File: config.mk
export PLATFORM = sky130hd
export DESIGN_NAME = timezone_dst_epoch_converter_core
export DESIGN_NICKNAME = d
export VERILOG_FILES = /design/src/hdl/tzc_pkg.sv /design/src/hdl/tzc_judge.sv /design/src/hdl/timezone_dst_epoch_converter_core.sv
export SDC_FILE = /design/constraint.sdc
export NUM_CORES = 2
export LEC_CHECK = 0
export BUFFER_PORTS_ARGS = -buffer_cell sky130_fd_sc_hd__buf_2
export CAP_MARGIN = 30
export CELL_PAD_IN_SITES_DETAIL_PLACEMENT = 1
export CELL_PAD_IN_SITES_GLOBAL_PLACEMENT = 2
export CORE_MARGIN = 2
export CORE_UTILIZATION = 44
export CTS_CLUSTER_DIAMETER = 50
export DETAILED_ROUTE_END_ITERATION = 16
export PLACE_DENSITY_LB_ADDON = 0.1
export SYNTH_ARGS = -nofsm -noshare
export SYNTH_HDL_FRONTEND = slang
export SYNTH_SLANG_ARGS = --single-unit
File: constraint.sdc
create_clock -name clock -period 30.4 [get_ports clock]
set_input_delay 4.56 -clock clock [delete_from_list [all_inputs] [get_ports clock]]
set_output_delay 4.56 -clock clock [all_outputs]
set_load 0.02 [all_outputs]
File: src/hdl/tzc_pkg.sv
// Shared types, constants and DST tables for the timezone/DST epoch converter.
// No dependencies; every other file imports this package.
`default_nettype none

package tzc_pkg;

   localparam longint unsigned EPOCH_2000 = 64'd946684800;
   localparam longint unsigned EPOCH_LAST = 64'd4102444799;
   localparam int unsigned     SECS_DAY   = 86400;
   localparam int unsigned     NUM_YEARS  = 100;

   localparam logic [31:0] EPOCH_LO = 32'd946684800;
   localparam logic [31:0] EPOCH_HI = 32'd4102444799;

   // register indexes and DST mode codes
   localparam logic       CSR_ZONE = 1'b0;
   localparam logic       CSR_DST  = 1'b1;
   localparam logic [1:0] DST_OFF  = 2'd0;
   localparam logic [1:0] DST_ON   = 2'd1;
   localparam logic [1:0] DST_AUTO = 2'd2;

   typedef struct packed {
      logic        mode;
      logic [31:0] epoch_in;
   } tzc_req_type;

   typedef struct packed {
      logic [31:0] epoch_out;
      logic        dst_active;
   } tzc_rsp_type;

   // carried alongside a judge pass
   typedef struct packed {
      logic               mode;
      logic signed [34:0] base;
      logic               act;
   } tzc_side_type;

   typedef struct packed {
      logic               valid;
      logic signed [34:0] utc;
      tzc_side_type       side;
   } tzc_jin_type;

   typedef struct packed {
      logic         valid;
      logic         eu;
      tzc_side_type side;
   } tzc_jout_type;

   typedef logic [31:0] tzc_tab_type [NUM_YEARS];

   // Epoch second of (last Sunday of a 31-day month) + hour offset, per year.
   // Evaluated at elaboration only.
   function automatic tzc_tab_type tzc_build(input longint unsigned last_day,
                                             input longint unsigned hour_sec);
      tzc_tab_type    tab;
      longint unsigned d;
      longint unsigned wd;
      longint unsigned leap;
      for (int n = 0; n < NUM_YEARS; n++) begin
         leap   = ((n % 4) == 0) ? 64'd1 : 64'd0;
         d      = 365 * longint'(n) + (longint'(n) + 3) / 4 + last_day + leap;
         wd     = (d + 6) % 7;
         tab[n] = 32'(EPOCH_2000 + (d - wd) * SECS_DAY + hour_sec);
      end
      return tab;
   endfunction

   localparam tzc_tab_type MAR_TAB = tzc_build(64'd89, 64'd7200);
   localparam tzc_tab_type OCT_TAB = tzc_build(64'd303, 64'd10800);

   function automatic logic dst_on(input logic [1:0] dm, input logic eu,
                                   input logic shift_nz);
      return shift_nz && ((dm == DST_ON) || ((dm == DST_AUTO) && eu));
   endfunction

endpackage

`default_nettype wire

File: src/hdl/tzc_judge.sv
// Five-stage EU rule judge: clamp, day count, 4-year cycle, year, table compare.
// Depends on tzc_pkg (tables, bundle types).
`default_nettype none

module tzc_judge #(
   parameter int unsigned DST_SHIFT_MINUTES = 60
) (
   input  wire                      clock,
   input  wire                      reset,
   input  wire                      en,
   input  wire logic signed [34:0]  zone_sec,
   input  wire tzc_pkg::tzc_jin_type  jin,
   output tzc_pkg::tzc_jout_type      jout
);
   import tzc_pkg::*;

   localparam logic signed [34:0] END_ADJ = 35'(DST_SHIFT_MINUTES * 60);
   localparam logic [25:0] DAY_MUL = 26'd50903317;  // 2^35/675, rounded up
   localparam logic [17:0] CYC_MUL = 18'd183735;    // 2^28/1461, rounded up
   localparam logic signed [34:0] LO_S = 35'(EPOCH_2000);
   localparam logic signed [34:0] HI_S = 35'(EPOCH_LAST);

   logic [4:0]          v_ff, v_in;
   tzc_side_type        s1_ff, s2_ff, s3_ff, s4_ff, s5_ff;
   logic signed [34:0]  loc1_ff, loc2_ff, loc3_ff, loc4_ff;
   logic [31:0]         off1_ff, off1_in;
   logic [15:0]         days2_ff, days3_ff, days2_in;
   logic [4:0]          cyc3_ff, cyc3_in;
   logic [6:0]          yr4_ff, yr4_in;
   logic                eu5_ff, eu5_in;
   logic [50:0]         prod_day;
   logic [33:0]         prod_cyc;
   logic [15:0]         rem;
   logic [1:0]          yoff;

   assign v_in = {v_ff[3:0], jin.valid};

   always_comb begin
      if (jin.utc < LO_S) begin
         off1_in = '0;
      end else if (jin.utc > HI_S) begin
         off1_in = 32'(EPOCH_LAST - EPOCH_2000);
      end else begin
         off1_in = 32'(jin.utc - LO_S);
      end
   end

   // seconds / 86400 == (seconds >> 7) / 675
   assign prod_day = 51'(off1_ff[31:7]) * 51'(DAY_MUL);
   assign days2_in = prod_day[50:35];

   assign prod_cyc = 34'(days2_ff) * 34'(CYC_MUL);
   assign cyc3_in  = prod_cyc[32:28];

   always_comb begin
      rem = days3_ff - (16'(cyc3_ff) * 16'd1461);
      priority if (rem < 16'd366) begin
         yoff = 2'd0;
      end else if (rem < 16'd731) begin
         yoff = 2'd1;
      end else if (rem < 16'd1096) begin
         yoff = 2'd2;
      end else begin
         yoff = 2'd3;
      end
      yr4_in = {cyc3_ff, yoff};
   end

   // end instant is in summer time, so the shift moves to the local side
   assign eu5_in = (loc4_ff >= $signed({3'b000, MAR_TAB[yr4_ff]}))
                && ((loc4_ff + END_ADJ) < $signed({3'b000, OCT_TAB[yr4_ff]}));

   always_ff @(posedge clock) begin
      if (reset) begin
         v_ff <= '0;
      end else if (en) begin
         v_ff <= v_in;
      end
   end

   always_ff @(posedge clock) begin
      if (en) begin
         s1_ff    <= jin.side;
         s2_ff    <= s1_ff;
         s3_ff    <= s2_ff;
         s4_ff    <= s3_ff;
         s5_ff    <= s4_ff;
         loc1_ff  <= jin.utc + zone_sec;
         loc2_ff  <= loc1_ff;
         loc3_ff  <= loc2_ff;
         loc4_ff  <= loc3_ff;
         off1_ff  <= off1_in;
         days2_ff <= days2_in;
         days3_ff <= days2_ff;
         cyc3_ff  <= cyc3_in;
         yr4_ff   <= yr4_in;
         eu5_ff   <= eu5_in;
      end
   end

   assign jout.valid = v_ff[4];
   assign jout.eu    = eu5_ff;
   assign jout.side  = s5_ff;

endmodule

`default_nettype wire

File: src/hdl/timezone_dst_epoch_converter_core.sv
// Top level of the UTC/local epoch converter with EU daylight saving rule.
// Depends on tzc_pkg and tzc_judge.
//
//   channel | dir | handshake          | beat
//   req     | in  | req_valid/req_stall | tzc_req_type
//   rsp     | out | rsp_valid/rsp_stall | tzc_rsp_type
//   csr     | in  | csr_we              | csr_index, csr_wdata
//
// One beat per cycle sustained unless rsp stalls; stages are an entry stage,
// two 5-stage judge passes, a mid stage and an output register. The two
// judges run in series because direction 1 judges again on its own result.
// Reset clears valids and config registers (zone 0, DST off). A stall at rsp
// with rsp_valid high freezes the pipeline and stalls req in the same cycle.
`default_nettype none

module timezone_dst_epoch_converter_core #(
   parameter int unsigned DST_SHIFT_MINUTES = 60
) (
   input  wire                       clock,
   input  wire                       reset,
   input  wire                       req_valid,
   output logic                      req_stall,
   input  wire tzc_pkg::tzc_req_type req_data,
   output logic                      rsp_valid,
   input  wire                       rsp_stall,
   output tzc_pkg::tzc_rsp_type      rsp_data,
   input  wire                       csr_we,
   input  wire                       csr_index,
   input  wire [10:0]                csr_wdata
);
   import tzc_pkg::*;

   localparam logic signed [34:0] DST_SEC  = 35'(DST_SHIFT_MINUTES * 60);
   localparam logic               SHIFT_NZ = (DST_SHIFT_MINUTES != 0);
   localparam logic signed [34:0] LO_S = 35'(EPOCH_2000);
   localparam logic signed [34:0] HI_S = 35'(EPOCH_LAST);

   logic signed [10:0] zone_ff;
   logic [1:0]         dstm_ff;
   logic signed [34:0] zone_sec;
   logic               en;

   tzc_jin_type  j1_in_ff, j1_in_in, j2_in_ff, j2_in_in;
   tzc_jout_type j1_out, j2_out;
   logic         on1, on2;
   logic signed [34:0] t_in, adj1, res_c;
   logic         rsp_valid_ff;
   tzc_rsp_type  rsp_ff, rsp_in;

   always_ff @(posedge clock) begin
      if (reset) begin
         zone_ff <= '0;
         dstm_ff <= DST_OFF;
      end else if (csr_we) begin
         unique case (csr_index)
            CSR_ZONE: zone_ff <= csr_wdata;
            CSR_DST:  dstm_ff <= csr_wdata[1:0];
            default:  zone_ff <= zone_ff;
         endcase
      end
   end

   assign zone_sec  = 35'(zone_ff) * 35'sd60;
   assign en        = !rsp_valid_ff || !rsp_stall;
   assign req_stall = !en;

   // entry: direction 1 removes the zone first and judges that
   always_comb begin
      t_in              = $signed({3'b000, req_data.epoch_in});
      j1_in_in.valid     = req_valid;
      j1_in_in.side.mode = req_data.mode;
      j1_in_in.side.act  = 1'b0;
      if (req_data.mode) begin
         j1_in_in.utc       = t_in - zone_sec;
         j1_in_in.side.base = t_in - zone_sec;
      end else begin
         j1_in_in.utc       = t_in;
         j1_in_in.side.base = t_in + zone_sec;
      end
   end

   tzc_judge #(.DST_SHIFT_MINUTES(DST_SHIFT_MINUTES)) u_judge1 (
      .clock(clock), .reset(reset), .en(en), .zone_sec(zone_sec),
      .jin(j1_in_ff), .jout(j1_out)
   );

   always_comb begin
      on1  = dst_on(dstm_ff, j1_out.eu, SHIFT_NZ);
      adj1 = on1 ? DST_SEC : '0;
      res_c = j1_out.side.mode ? (j1_out.side.base - adj1)
                               : (j1_out.side.base + adj1);
      j2_in_in.valid     = j1_out.valid;
      j2_in_in.utc       = res_c;
      j2_in_in.side.mode = j1_out.side.mode;
      j2_in_in.side.base = res_c;
      j2_in_in.side.act  = on1;
   end

   tzc_judge #(.DST_SHIFT_MINUTES(DST_SHIFT_MINUTES)) u_judge2 (
      .clock(clock), .reset(reset), .en(en), .zone_sec(zone_sec),
      .jin(j2_in_ff), .jout(j2_out)
   );

   always_comb begin
      on2 = dst_on(dstm_ff, j2_out.eu, SHIFT_NZ);
      rsp_in.dst_active = j2_out.side.mode ? on2 : j2_out.side.act;
      if (j2_out.side.base < LO_S) begin
         rsp_in.epoch_out = EPOCH_LO;
      end else if (j2_out.side.base > HI_S) begin
         rsp_in.epoch_out = EPOCH_HI;
      end else begin
         rsp_in.epoch_out = j2_out.side.base[31:0];
      end
   end

   always_ff @(posedge clock) begin
      if (reset) begin
         j1_in_ff.valid <= 1'b0;
         j2_in_ff.valid <= 1'b0;
         rsp_valid_ff   <= 1'b0;
      end else if (en) begin
         j1_in_ff       <= j1_in_in;
         j2_in_ff       <= j2_in_in;
         rsp_valid_ff   <= j2_out.valid;
         rsp_ff         <= rsp_in;
      end
   end

   assign rsp_valid = rsp_valid_ff;
   assign rsp_data  = rsp_ff;

endmodule

`default_nettype wire

Yosys cells after proc, flatten, opt, wreduce, memory -nomap -nowiden
Memories as Yosys holds them, arrays and structs flattened.
Cells that the tools add are included.
- bits of input ports: 50
- RAM bits: 0
- output and inout bits: 35
- memories kept: 4
- bits in read-only memories: 16384
- bits in registers: 965
- latch bits: 0
- $mul: 7
- mux-type cells: 20
- divide/modulo/power cells: 0
- add/subtract/negate cells: 12
- reduce and logical (&&, ||, !) cells: 18
- bitwise operators: 4
- shift-type cells: 0
- order comparisons: 18
- eq/ne operators: 2
- memory list (name ; words ; bits a word ; read ports ; clocked after memory_dff ; wr ports ; RTL line ; RTL):
    (name not given) ; 128 ; 32 ; 1 ; 0 ; 0 ; tzc_judge.sv:70 ; assign eu5_in = (loc4_ff >= $signed({3'b000, MAR_TAB[yr4_ff]}))
    (name not given) ; 128 ; 32 ; 1 ; 0 ; 0 ; tzc_judge.sv:71 ; && ((loc4_ff + END_ADJ) < $signed({3'b000, OCT_TAB[yr4_ff]}));
    (name not given) ; 128 ; 32 ; 1 ; 0 ; 0 ; tzc_judge.sv:70 ;
    (name not given) ; 128 ; 32 ; 1 ; 0 ; 0 ; tzc_judge.sv:71 ;
- operator list (operator ; count):
    2-to-1 mux 32 bit ; 12
    multiplier 25 x 26 -> 51 bit, second input constant ; 2
    adder 35 x 13 -> 35 bit, second input constant ; 2
    >= comparator 35 x 33 -> 1 bit ; 2
    > comparator 35 x 33 -> 1 bit, second input constant ; 2
    less-than comparator 35 x 31 -> 1 bit, second input constant ; 2
    less-than comparator 35 x 33 -> 1 bit ; 2
    2-to-1 mux 35 bit ; 2
    multiplier 16 x 18 -> 33 bit, second input constant ; 2
    subtractor 32 x 31 -> 32 bit, second input constant ; 2
    adder 34 x 18 -> 35 bit ; 1
    adder 35 x 13 -> 35 bit ; 1
    adder 35 x 18 -> 35 bit ; 1
    subtractor 35 x 13 -> 35 bit ; 1
    adder 33 x 18 -> 34 bit ; 1
    > comparator 34 x 33 -> 1 bit, second input constant ; 1
    less-than comparator 34 x 31 -> 1 bit, second input constant ; 1
    subtractor 33 x 18 -> 34 bit ; 1
    less-than comparator 16 x 10 -> 1 bit, second input constant ; 2
    less-than comparator 16 x 11 -> 1 bit, second input constant ; 2
    less-than comparator 16 x 9 -> 1 bit, second input constant ; 2
    multiplier 5 x 11 -> 16 bit, second input constant ; 2
    subtractor 16 bit ; 2
    >= comparator 8 bit, second input constant ; 2
    12 further kinds ; 31

Logic depth before layout (Yosys ltp)
- depth after elaboration: 6
- depth in mapped cells: 28
- depth with buffers taken out: 27

Modules after synthesis
Synthesis repeated with hierarchy kept, for this count alone.
- cells, all modules: 7986
- area total of the unflattened synthesis: 84044.4 um^2
- modules (own cells, without submodules) (module ; area an instance (um^2) ; cells each ; times used ; sequential area each (um^2)):
    tzc_judge (u_judge1) ; 36392.4 ; 3430 ; 1 ; 11961.5
    tzc_judge (u_judge2) ; 36219.7 ; 3374 ; 1 ; 11961.5
    timezone_dst_epoch_converter_core ; 11432.2 ; 1182 ; 1 ; 4434.3

Worst setup path after synthesis
Ideal clock, no wire load.
- kind: input-to-reg
- start point: input port rsp_stall
- end point: register u_judge1.cyc3_ff[0], enable pin
- buffers on the path: 1
- arrival: 25.334 ns
- stages: 2
- setup time: 1.425 ns
- path slack: 3.642 ns
- required time: 28.975 ns
- cells stage by stage: nand2_1 buf_1
- longest elaborated chain between the ends: 2
- ends and longest elaborated chain (item ; RTL line ; RTL):
    start, declared ; timezone_dst_epoch_converter_core.sv:25 ; input wire rsp_stall,
    logical NOT 1 bit ; timezone_dst_epoch_converter_core.sv:64 ; assign en = !rsp_valid_ff || !rsp_stall;
    logical OR 1 bit ; timezone_dst_epoch_converter_core.sv:64 ;
    end signal, assigned ; tzc_judge.sv:95 ; cyc3_ff <= cyc3_in;
    end, declared ; tzc_judge.sv:28 ; logic [4:0] cyc3_ff, cyc3_in;
Every way passes these cells.
A chain may end at the register's enable or synchronous reset.

Worst setup path after layout
- start point: input port rsp_stall
- end point: output port req_stall
- longest elaborated chain between the ends: 3
- ends and longest elaborated chain (item ; RTL line ; RTL):
    logical NOT 1 bit ; timezone_dst_epoch_converter_core.sv:64 ;
    logical OR 1 bit ; timezone_dst_epoch_converter_core.sv:64 ;
    logical NOT 1 bit ; timezone_dst_epoch_converter_core.sv:65 ; assign req_stall = !en;
    end, declared ; timezone_dst_epoch_converter_core.sv:22 ; output logic req_stall,
Every way passes these cells.

==> key figures <==
Status
  – Status: complete, no violations

GRT
  – Vias in the first global route: approximately 63,000
  – Largest net degree at the start of global routing: 171
  – Initial antenna violation count: 4
  – Global route total overflow: 0
  – Gr usage total: 0.249
  – First-pass GRT wire length: roughly 370,000 um

Yosys
  – Mapped Area: just over 80,000 sq um
  – Primary FF master, synth: edfxtp_1
  – Synth top area share: 0.327
  – XOR/XNOR share of the synthesized area: 0.0350
  – Leading area contributor after synthesis: edfxtp_1
  – Sequential share of the synthesized area: 0.333
  – Synth cell types: 93
  – EDFF count, synth: 901
  – Most area-consuming cells after synthesis: edfxtp_1, ha_1, fa_1
  – Mapped Cells: slightly below 8,000
  – Mapped Nets: between 9,000 and 10,000
  – Main combinational cell family by area after synthesis: adder cells
  – Yosys warnings: 0
  – Multiplexer share of the synthesized area: 0.00529
  – Post-synthesis simple-gate area fraction: 0.0812
  – #FFs+latches synth: about 930
  – Synth Area in Adders: 0.343
  – Asr flop ratio synth: 0
  – Mean Syn Cell Area: 10.5 sq um
  – Compound-Gate Fraction of Synth Area: 0.131

Drt
  – Wire length per cell: around 22 um
  – DRC viols: 0
  – Vias per cell: roughly 5.6
  – Via count: around 60,000
  – Drt pass-1 iters: 5
  – DR iter-0 viols: 3,665
  – Drt total wl: around 240,000 um
  – Routed Antenna Nets: 0

STA
  – Normalized max-slew margin: 0.190
  – Max Clock Skew: approximately 110 ps
  – Min cycle time layout: 10,460 ps
  – Max Slew Vio Count: 0
  – Final Setup Violations: 0
  – Slew @ Worst Pin: approximately 1200 ps
  – Tcrit/Tclk final: 0.344
  – Fmax: about 0.096 GHz
  – Final hold violation count: 0
  – Setup TNS: 0 ps
  – Unrepaired setup endpoints after global routing: false

Clock tree
  – Htree depth: 3
  – CTS tree: yes
  – CTS buffer count: 112
  – Hold Buf Count CTS: 0
  – CTS resizes: 0
  – Clock root buffer: clkbuf_16
  – Post-CTS Setup Bufs: 0
  – CTS sink count: 927
  – Latest clock arrival within the worst-skew pair: roughly 800 ps
  – Clk slew on worst S/H paths: about 60 ps
  – Clk buf depth: 3

Place
  – Dpl hpwl: between 150,000 and 200,000 um
  – Routability Congestion: 0.887
  – PortBufs: 84

Finish
  – Fillcell total: just over 20,000
  – Synth-to-Final Area Change: 8.87%
  – Commonest non-fill, non-tap cell in the layout: inv_1
  – Most frequent cells in the layout: inv_1, ha_1, edfxtp_1, fa_1, a21oi_1
  – Nets: approximately 10,000
  – Fraction of layout cells with a size suffix above 1: 0.0506

Floorplan
  – Die width: approximately 440 um
  – IO Pins: 85
  – Row count: 159
  – Die Ht: roughly 440 um
  – Initial core utilization: 0.442
  – Die ar.: 192,000 sq um
  – Core Footprint: roughly 190,000 sq um

Critical path
  – Delay-heaviest family, CP: buffers and inverters
  – Most used cell, CP: buf_2
  – Worst endpoint data arrival time: a little under 6000 ps
  – Setup CP Type: in2out
  – Worst path required time: between 20,000 and 30,000 ps
  – CP max stage delay: 500 ps
  – Buf/Inv on CP: 3
  – Slowest cell on crit path: nand2_4
  – Worst Path Max Fanout: 60
  – Worst Setup End Kind: primary output
  – Crit-path cells: buf_2 > nand2_4 > inv_1 > buf_2
  – Crit start category: primary input

Worst hold path
  – Hold WC Path Type: reg2reg

Run
  – Max-cap check violation count: 0
==> Yosys cell counts (38+ instances only) <==
cell type / instances
fa_1: 651
nor3_1: 112
a31oi_1: 82
o211ai_1: 63
edfxtp_1: 901
o21bai_1: 39
a21o_1: 165
xnor2_1: 232
nand3_1: 119
nor2b_1: 54
nand2b_1: 59
nand2_1: 410
o21ai_0: 353
nand4_1: 62
ha_1: 1229
a211oi_1: 78
clkbuf_1: 185
o21a_1: 56
nor2_1: 453
and3_1: 38
inv_1: 1316
buf_1: 50
a21oi_1: 577
xor2_1: 99
==> sequential cells by signal, indices dropped and copies added, names as in the netlist, 33 cells and up <==
signal / count
u_judge1.s4_ff: 33
u_judge1.jout: 35
u_judge1.s1_ff: 33
u_judge1.loc1_ff: 35
j2_in_ff: 38
rsp_data: 33
u_judge2.s1_ff: 37
u_judge2.loc2_ff: 35
u_judge2.s3_ff: 35
u_judge1.loc4_ff: 35
u_judge2.s2_ff: 35
u_judge1.loc2_ff: 35
u_judge1.loc3_ff: 35
u_judge2.s4_ff: 35
u_judge2.jout: 37
u_judge1.s2_ff: 33
u_judge2.loc4_ff: 35
u_judge2.loc3_ff: 35
u_judge1.s3_ff: 33
u_judge2.loc1_ff: 33
j1_in_ff: 68
==> metrics by stage <==
stage / hold WS, ps / setup WS, ps / util / area (sq um) / cells
detailed placement: 405 / 19870 / 0.459 / 86100 / 10323
global placement: 400 / 19910 / 0.459 / 86000 / 10318
floorplan: 400 / 3640 / - / 82800 / 7915
finish: 373 / 19940 / 0.481 / 90200 / 10543
CTS: 378 / 19880 / 0.480 / 90000 / 10535
global route: 382 / 19730 / 0.481 / 90200 / 10542
==> cells by family after synthesis <==
logic type,after synthesis
simple gates,1450
fa+ha+maj,1880
xor+xnor,331
buf+inv,1564
flops,927
compound gates,1727
mux,36
==> final cells by class <==
type | count | area (sq um) | area share
Inverter | 1324 | 4970 | 0.0551
Clock inverter | 85 | 1050 | 0.0117
Antenna cell | 2 | 5.00 | 0.0000555
Timing Repair Buffer | 159 | 1170 | 0.0129
Clock buffer | 127 | 2880 | 0.0319
Multi-Input combinational cell | 5424 | 49400 | 0.548
Tap cell | 2495 | 3120 | 0.0346
Sequential cell | 927 | 27600 | 0.306
==> routing by layer <==
metal	routed length [um]	GRT usage	vias to the layer above
li1	-	-	27608
met1	110000	0.351	29679
met2	113000	0.416	1081
met3	8520	0.0222	257
met4	4880	0.0588	0
met5	0	0	-
==> worst register-to-register path: cells and delay by family (launching register included) <==
family / cells / cell delay (ps)
DFF: 1 / 520
buffers and inverters: 5 / 980
and+or+nand+nor: 3 / 730
AOI/OAI and AO/OA: 13 / 3540
xor gates and xnor gates: 1 / 240
adders and majority gates: 5 / 2130
==> path summary, 6_finish.rpt <==
kind,depth (start not counted),slack (ps),end,start
setup reg to reg,27,22040,j1_in_ff[63]$_DFFE_PP_,zone_ff[0]$_SDFFE_PP0P_
setup / recovery,4,19940,req_stall,rsp_stall
hold reg to reg,0,370,j2_in_ff[4]$_DFFE_PP_,u_judge1.jout[4]$_DFFE_PN_
hold / removal,0,370,j2_in_ff[4]$_DFFE_PP_,u_judge1.jout[4]$_DFFE_PN_
Power is left out: the tool's default activity adds up to more than one toggle a clock period on the data nets, which glitch-free logic cannot reach.
